<file path="config.mk">
export PLATFORM = sky130hd
export DESIGN_NAME = qes_ram
export DESIGN_NICKNAME = d
export VERILOG_FILES = /design/src/hw/rtl/qes_ram.sv
export SDC_FILE = /design/constraint.sdc
export NUM_CORES = 1
export LEC_CHECK = 0
export BUFFER_PORTS_ARGS = -buffer_cell sky130_fd_sc_hd__buf_2
export CAP_MARGIN = 15
export CORE_ASPECT_RATIO = 0.5
export CORE_MARGIN = 2
export CORE_UTILIZATION = 60
export DETAILED_ROUTE_END_ITERATION = 6
export PLACE_DENSITY = 0.79
export SYNTH_ARGS = -nofsm -noshare
export SYNTH_HDL_FRONTEND = slang
export SYNTH_SLANG_ARGS = --single-unit
export TNS_END_PERCENT = 100
</file>
<file path="constraint.sdc">
create_clock -name clk_i -period 3.9 [get_ports clk_i]
set_clock_uncertainty 0.15 [all_clocks]
set_input_delay 0.195 -clock clk_i [delete_from_list [all_inputs] [get_ports clk_i]]
set_output_delay 0.195 -clock clk_i [all_outputs]
set_load 0.01 [all_outputs]
</file>
<file path="src/hw/rtl/qes_ram.sv">
module qes_ram #(
  parameter int unsigned Width = 32,
  parameter int unsigned Depth = 10
) (
  input  logic                     clk_i,
  input  logic                     we_i,
  input  logic [$clog2(Depth)-1:0] waddr_i,
  input  logic [Width-1:0]         wdata_i,
  input  logic [$clog2(Depth)-1:0] raddr_i,
  output logic [Width-1:0]         rdata_o
);

  logic [Width-1:0] mem_q [Depth];

  always_ff @(posedge clk_i) begin
    if (we_i) begin
      mem_q[waddr_i] <= wdata_i;
    end
    rdata_o <= mem_q[raddr_i];
  end

endmodule

</file>
==> summary.txt, run 1 <==
outcome = finished, final reports clean
NetSw = 1600 uW
Post-Synthesis Cells = 698
Top Metal Used = met4
share of cells above drive strength 1 = 0.327
grt total ovfl = 0
metal1 wirelength = 10700 um
Num CTS Buffers = 29
critical-path cell list = dlygate4sd3_1, buf_2, nand2b_1, nor2_4, buf_4
Avg WL per Cell = 21.5 um
maximum root-to-sink buffer count = 3
htree depth = 1
origin of the critical flop-to-flop path = mem_q[6][29]
met3 WL = 1360 um
antenna fix cells = 0
area of the multi-input gates = 2890 um^2
Die ar. = 23400 um^2
IO Pins = 74
Pint = 6270 uW
Sw Ratio = 0.203
global placer's final weighted congestion = 0.736
R2R setup slack = 2650 ps
Post CTS Setup Buffer Count = 0
DPL Wire Length = 12900 um
first-pass GRT wire length = 37500 um
routed wire length = 24400 um
fillers = 1301
Net Count, Synth = 740
initial antenna violation count = 0
Hold Fails Final Rpt = 0
RSZ-0062 raised after global routing = no
1st-pass router iterations = 5
critical path's slowest cell = nor2_4
r2r endpoint = rdata_o[29]
Seq/Total Area, Yosys = 0.771
Worst R2R Path Depth = 3
Distinct cells, synth = 22
ys flop type = edfxtp_1
fin crit share = 0.524
CP Launch Type = input port
Pwr Total = 7870 uW
Hold Path Stages = 3
yosys warns = 0
Rows = 38
DRC errors left = 0
relative slew slack = 0.243
final setup fails = 0
root buf cell = clkbuf_16
final setup TNS = 0 ps
fin crit period = 2040 ps
vias per inst = 5.77
largest net degree at the start of global routing = 66
min-delay src = waddr_i[0]
sequential cell area = 10200 um^2
Critical Path AT = 2140 ps
Post-synth ARST share = 0
Max VDD drop = 0.299 mV
Max Clock Freq = 489 MHz
CTS clk-pin slew, worst paths = 70 ps
Fin Hold WS = 73.6 ps
power density over the cells = 510 nW/um^2
Mapped Avg Cell Area = 19.0 um^2
launch point of the worst path = waddr_i[1]
CTS tree = done
crit path buf inv count = 3
crit end category = register
number of synthesized register bits = 352
Post-synth EDFFs = 320
combinational power share = 0.057
Hold Path Class = in -> reg
core box area = 21700 um^2
Global Route Usage Sum = 0.212
synth top area cells = edfxtp_1 72%, mux2_2 7.6%, dfxtp_1 4.8%, mux2i_1 4.8%, o31ai_2 2.9%
most common cell in the netlist = edfxtp_1
Die Y = 109 um
IO buf count = 73
initial DRC count = 541
Slew Viols, Final = 0
later-pin clock latency in the skew report = 550 ps
CP top delay family = buffers and inverters
area grow syn2layout = 16.2%
Crit Path Class = in -> reg
largest area contributor in the netlist = edfxtp_1
Die Wd = 214 um
top post-synthesis cells by count = 320 x edfxtp_1, 90 x mux2_2, 64 x mux2i_1
Worst path max stage delay = 660 ps
Seq pwr share = 0.538
clock share of power = 0.405
Layout Nets = 856
hold endpoint = mem_q[4][10]
Netlist Area Pre-Place = 13300 um^2
DR vias = 6553
post-synth top area share = 0.723
Starting Density = 0.613
number of global-route vias before repair = 6866
Crit. path cell count = 5
met2 WL = 11900 um
Leak Pwr = 0.00533 uW
fin util = 0.712
crit-path max FO = 20
Routed Antenna Nets = 0
TritonCTS Sinks = 352
CP required = 3990 ps
Max-cap violations = 0
Slew @ Worst Pin = 1140 ps
[per-layer routing]
layer | vias up | track usage
li1 | 3006 | -
met1 | 3316 | 0.285
met2 | 192 | 0.358
met3 | 39 | 0.0363
met4 | 0 | 0.0729
met5 | - | 0
[power groups by stage]
| stage | clock, uW | sequential, uW | combinational (uW) |
|---|---|---|---|
| 2_1_floorplan | 0 | 4330 | 244 |
| 3_3_place_gp | 0 | 4310 | 406 |
| 3_5_place_dp | 0 | 4320 | 418 |
| 4_1_cts | 3210 | 4230 | 448 |
| 5_1_grt | 3340 | 4240 | 480 |
| 6_report | 3190 | 4230 | 447 |
[sequential cells by signal (all words and copies together), names as in the netlist]
name	count
mem_q	320
rdata_o	32
[what timing repair did]
| action | in CTS | in global routing |
|---|---|---|
| hold buffers | 34 | 0 |
| resized for setup | 0 | 0 |
| hold endpoints to repair | 326 | 0 |
[cells in the final DEF (no fill, tap or decap), drive strengths merged]
master / n
dfxtp: 32
dlygate4sd3: 34
o31ai: 32
nand3b: 2
clkbuf: 33
nand2: 34
buf: 89
or3b: 1
nor2: 8
a22o: 32
clkinvlp: 4
nor2b: 1
nor3: 3
edfxtp: 320
o22ai: 32
mux2: 96
inv: 1
nand2b: 3
clkinv: 8
mux2i: 64
bufinv: 7
[cells by family after synthesis]
| logic type | share of synthesized area |
|---|---|
| DFF | 0.771 |
| buffers and inverters | 0.0167 |
| and+or+nand+nor | 0.0167 |
| muxes | 0.130 |
| AOI/OAI and AO/OA | 0.0659 |
[worst max-delay path by stage]
stage	endpoint	slack, ps
final	mem_q[6][19]	1860
after global routing	mem_q[6][16]	1790
after CTS	mem_q[9][29]	1800
after detailed placement	mem_q[2][19]	1570
after global placement	mem_q[2][30]	1610
after floorplan	mem_q[0][0]	370
[stage by stage]
stage	setup WS [ps]	instances	instance area (um^2)
floorplan	374	698	13300
finish	1860	1136	15400
CTS	1800	1135	15400
global placement	1610	1048	14000
detailed placement	1570	1048	14000
global route	1790	1136	15400
[final cells by class]
type,instances,area share
Sequential cell,352,0.664
Timing Repair Buffer,123,0.0563
Tap cell,300,0.0243
Clock inverter,20,0.0191
Multi-Input combinational cell,308,0.187
Clock buffer,33,0.0493
[tightest hold or removal path, delay by kind of cell]
kind                   cells  cell delay, ps
buffers and inverters      2             330
and+or+nand+nor            1              70
Power figures use the tool's default switching activity.
==> inputs of run 2 (changes only) <==
Clock period 3.9 ns to 1.9 ns, I/O delays scaled along.
==> summary.txt, run 2 (synthesis results as in run 1) <==
fin crit share = 0.677
root buf cell = clkbuf_16
CP required = 1650 ps
Critical Path AT = 1040 ps
Global Route Usage Sum = 0.212
fillers = 1265
largest reg by FF count = mem_q
antenna fix cells = 0
Slew @ Worst Pin = 444 ps
first-pass GRT wire length = 37800 um
Crit Path Class = reg -> out
DPL Wire Length = 13000 um
critical path's slowest cell = dfxtp_1
DRC errors left = 0
Num CTS Buffers = 30
later-pin clock latency in the skew report = 550 ps
Leak Pwr = 0.00545 uW
Max-cap violations = 0
Hold Fails Final Rpt = 0
outcome = finished, final reports clean
DR vias = 6665
largest net degree at the start of global routing = 65
Worst path max stage delay = 360 ps
IO buf count = 73
most common cell after layout, fill and taps aside = edfxtp_1
global placer's final weighted congestion = 0.682
final setup TNS = 0 ps
htree depth = 1
routed wire length = 24800 um
TritonCTS Sinks = 352
number of global-route vias before repair = 6734
crit end category = output port
grt total ovfl = 0
most frequent cells in the layout = 320 x edfxtp_1, 90 x mux2_2, 72 x buf_2
Max VDD drop = 0.715 mV
Die ar. = 23400 um^2
CTS tree = done
initial antenna violation count = 0
Max Clock Freq = 777 MHz
Die Y = 109 um
Starting Density = 0.613
Post CTS Setup Buffer Count = 0
crit-path max FO = 1
IO Pins = 74
Regs by FF count = mem_q x320, rdata_o x32
Rows = 38
max reg flops = 320
Hold Path Class = in -> reg
Die Wd = 214 um
crit path buf inv count = 1
CP top delay family = flip-flops
Routed Antenna Nets = 0
Layout Nets = 861
fin util = 0.725
fin crit period = 1290 ps
initial DRC count = 573
power density over the cells = 1040 nW/um^2
Slew Viols, Final = 0
RSZ-0062 raised after global routing = no
vias per inst = 5.84
share of cells above drive strength 1 = 0.332
area grow syn2layout = 18.3%
1st-pass router iterations = 5
CP Launch Type = register
CTS clk-pin slew, worst paths = 70 ps
Avg WL per Cell = 21.7 um
final setup fails = 0
critical-path cell list = buf_2
core box area = 21700 um^2
relative slew slack = 0.703
maximum root-to-sink buffer count = 3
[run 2: changes by cell type in the layout (fill, tap and decap cells not counted), moves of 2 or more]
| cell | change |
|---|---|
| clkbuf_16 | +2 |
| nor3_2 | -3 |
| clkinv_4 | -2 |
| clkinv_2 | +3 |
| buf_12 | +16 |
| nor3_4 | +3 |
| clkinvlp_4 | -3 |
| buf_4 | -11 |
| clkbuf_8 | +3 |
[run 2: per-stage QoR]
stage          hold slack [ps]  cells  setup slack, ps  total power, uW  instance area (um^2)
2_1_floorplan             43.9    698             -371             9400                 13300
3_3_place_gp               230   1054              277             9720                 14300
3_5_place_dp               241   1054              264             9760                 14300
4_1_cts                   22.7   1141              582            16400                 15700
5_1_grt                   42.7   1141              583            16800                 15700
6_report                  39.9   1141              613            16300                 15700
[run 2: final timing paths]
kind	from	end	slack (ps)	depth (start not counted)
max	rdata_o[31]	rdata_o[31]	610	1
min	waddr_i[0]	mem_q[0][7]	40	3
max reg2reg	mem_q[7][6]	rdata_o[6]	630	3
min reg2reg	mem_q[8][0]	rdata_o[0]	410	3
[run 2: area by class of cell]
type / instances / area (um^2) / share of cell area
Clock buffer: 37 / 848 / 0.0540
Tap cell: 300 / 375 / 0.0239
Timing Repair Buffer: 127 / 1100 / 0.0698
Multi-Input combinational cell: 308 / 2910 / 0.185
Sequential cell: 352 / 10200 / 0.652
Clock inverter: 17 / 235 / 0.0150
[run 2: timing repair]
action                                  4_1_cts  5_1_grt
resized for setup                             0        0
hold buffers                                 33        0
endpoints found under the setup margin        0        0
endpoints found under the hold margin       351        0
[run 2: layer usage]
metal  GRT usage  vias up  wire length [um]
met3      0.0360       32              1330
li1            -     3025                 -
met1       0.292     3392             11100
met2       0.365      216             12000
met5           0        -                 0
met4      0.0481        0               372
[run 2: where the power goes]
part	switching (uW)	internal [uW]
registers	51.5	8640
logic	536	422
clock network	2670	3970
total	3250	13000
==> inputs of run 3 (changes only) <==
Settings changed: ABC_AREA from default to 1, CORE_UTILIZATION 60 to 55, PLACE_DENSITY 0.79 to 0.76.
Clock period 1.9 ns to 1.05 ns, I/O delays scaled along.
==> summary.txt, run 3 <==
Seq pwr share = 0.535
final setup TNS = -5900 ps
Die ar. = 27000 um^2
Max VDD drop = 1.25 mV
xor/xnor share of the synthesized area = 0
Hold Path Class = in -> reg
Post-Synthesis Cells = 1270
Die Wd = 231 um
TritonCTS Sinks = 352
Crit Path Class = reg -> out
initial antenna violation count = 0
yosys warns = 0
critical-path cell list = buf_6
largest area contributor in the netlist = edfxtp_1
power density over the cells = 1660 nW/um^2
vias per inst = 5.47
antenna fix cells = 0
Rows = 41
CTS clk-pin slew, worst paths = 70 ps
Max Clock Freq = 800 MHz
crit-path max FO = 1
outcome = complete, but fails checks
RSZ-0062 raised after global routing = yes
Post-synth ARST share = 0
most frequent cells in the layout = 331 x nand2_1, 320 x edfxtp_1, 181 x inv_1
mux cell area share after synthesis = 0
DRC errors left = 0
combinational power share = 0.084
Die Y = 117 um
root buf cell = clkbuf_16
post-synthesis compound-gate area fraction = 0.0113
maximum root-to-sink buffer count = 3
IO buf count = 73
crit end category = output port
CTS tree = done
most common cell after layout, fill and taps aside = nand2_1
Layout Cells excl Fill = 1789
final setup fails = 62
grt total ovfl = 0
relative slew slack = 0.756
top post-synthesis cells by count = 357 x nand2_1, 320 x edfxtp_1, 196 x inv_1
area grow syn2layout = 25.7%
1st-pass router iterations = 5
Post CTS Setup Buffer Count = 0
Leak Pwr = 0.00739 uW
Critical Path AT = 1050 ps
main combinational cell family by area after synthesis = simple AND/OR/NAND/NOR gates
core box area = 25200 um^2
Max-cap violations = 0
most common cell in the netlist = nand2_1
Fin Hold WS = -8.76 ps
Hold Fails Final Rpt = 7
largest net degree at the start of global routing = 41
Slew Viols, Final = 0
share of cells above drive strength 1 = 0.252
Slew @ Worst Pin = 362 ps
Routed Antenna Nets = 0
synth top area cells = edfxtp_1 68%, nand2_1 9.5%, nand3_1 6.8%, inv_1 5.2%, dfxtp_1 4.5%
htree depth = 1
number of global-route vias before repair = 9738
ys flop type = edfxtp_1
CP Launch Type = register
first-pass GRT wire length = 50900 um
crit path buf inv count = 1
DP Worst Slack = -330 ps
Net Count, Synth = 1312
Layout Nets = 1463
DPL Wire Length = 18700 um
CP top delay family = flip-flops
failing checks = hold timing, setup timing
initial DRC count = 1114
later-pin clock latency in the skew report = 580 ps
Starting Density = 0.560
Netlist Area Pre-Place = 14100 um^2
CP required = 850 ps
number of synthesized register bits = 352
Seq/Total Area, Yosys = 0.726
Worst path max stage delay = 370 ps
critical path's slowest cell = dfxtp_2
synthesized-area fraction occupied by and/or/nand/nor cells = 0.184
Avg WL per Cell = 19.2 um
Sw Ratio = 0.225
Mapped Avg Cell Area = 11.1 um^2
Distinct cells, synth = 16
clock share of power = 0.381
DR vias = 9787
fin crit period = 1250 ps
fillers = 1519
global placer's final weighted congestion = 0.821
Global Route Usage Sum = 0.246
max reg flops = 320
routed wire length = 34400 um
Regs by FF count = mem_q x320, rdata_o x32
placed insts = 1689
IO Pins = 74
Post-synth EDFFs = 320
post-synth top area share = 0.681
Num CTS Buffers = 30
Pint = 22800 uW
largest reg by FF count = mem_q
setup ws final = -200 ps
Synth Area in Adders = 0
NetSw = 6640 uW
fin crit share = 1.19
==> run 3: layer usage <==
layer | vias to the layer above | part of all wire | GRT usage
met1 | 4721 | 0.39 | 0.310
li1 | 4449 | - | -
met3 | 106 | 0.075 | 0.0419
met4 | 0 | 0.033 | 0.0882
met5 | - | 0 | 0
met2 | 511 | 0.50 | 0.440
==> run 3: final timing paths <==
path	from	end	slack, ps	cells after the start
max reg2reg	mem_q[1][16]	rdata_o[16]	-90	6
max	rdata_o[14]	rdata_o[14]	-200	1
min	raddr_i[1]	rdata_o[7]	-9	7
min reg2reg	mem_q[9][30]	rdata_o[30]	310	2
==> run 3: stage by stage <==
| stage | cell area [um^2] | util | total power (uW) |
|---|---|---|---|
| 6_report | 17700 | 0.704 | 29400 |
| 5_1_grt | 17700 | 0.704 | 30200 |
| 4_1_cts | 17200 | 0.683 | 29100 |
| 3_5_place_dp | 15600 | 0.618 | 18000 |
| 3_3_place_gp | 15600 | 0.618 | 17900 |
| 2_1_floorplan | 14300 | - | 17100 |
==> run 3: area by class of cell <==
class                   instances  area, um^2  share of cell area
clock inverters                12         108             0.00607
clock buffers                  44         865              0.0487
well taps                     344         430              0.0243
multi-input cells             658        3490               0.197
flip-flops and latches        352       10300               0.579
inverters                     199         768              0.0433
repair buffers                180        1810               0.102
==> run 3: worst reg2reg max path, cell delays in order (launching register included) <==
cell,delay [ps]
edfxtp_1,400
inv_1,100
nand2_2,60
nand3_2,80
nand3_2,80
nand3_2,80
nand2_2,60
==> run 3: kinds of logic after synthesis <==
family	count (synthesis)
AOI/OAI and AO/OA	32
buffers and inverters	260
DFF	352
and+or+nand+nor	626
==> run 3: power groups by stage <==
| stage | registers (uW) | logic (uW) | clock network (uW) |
|---|---|---|---|
| floorplan | 16100 | 1000 | 0 |
| global placement | 16000 | 1900 | 0 |
| detailed placement | 16000 | 1970 | 0 |
| CTS | 15700 | 2220 | 11200 |
| global route | 15800 | 2650 | 11700 |
| finish | 15800 | 2470 | 11200 |
==> run 3: timing repair <==
item,4_1_cts,5_1_grt
gates resized for setup,52,133
hold endpoints to repair,371,0
pin swaps,49,81
setup endpoints to repair,60,64
hold buffers,44,0
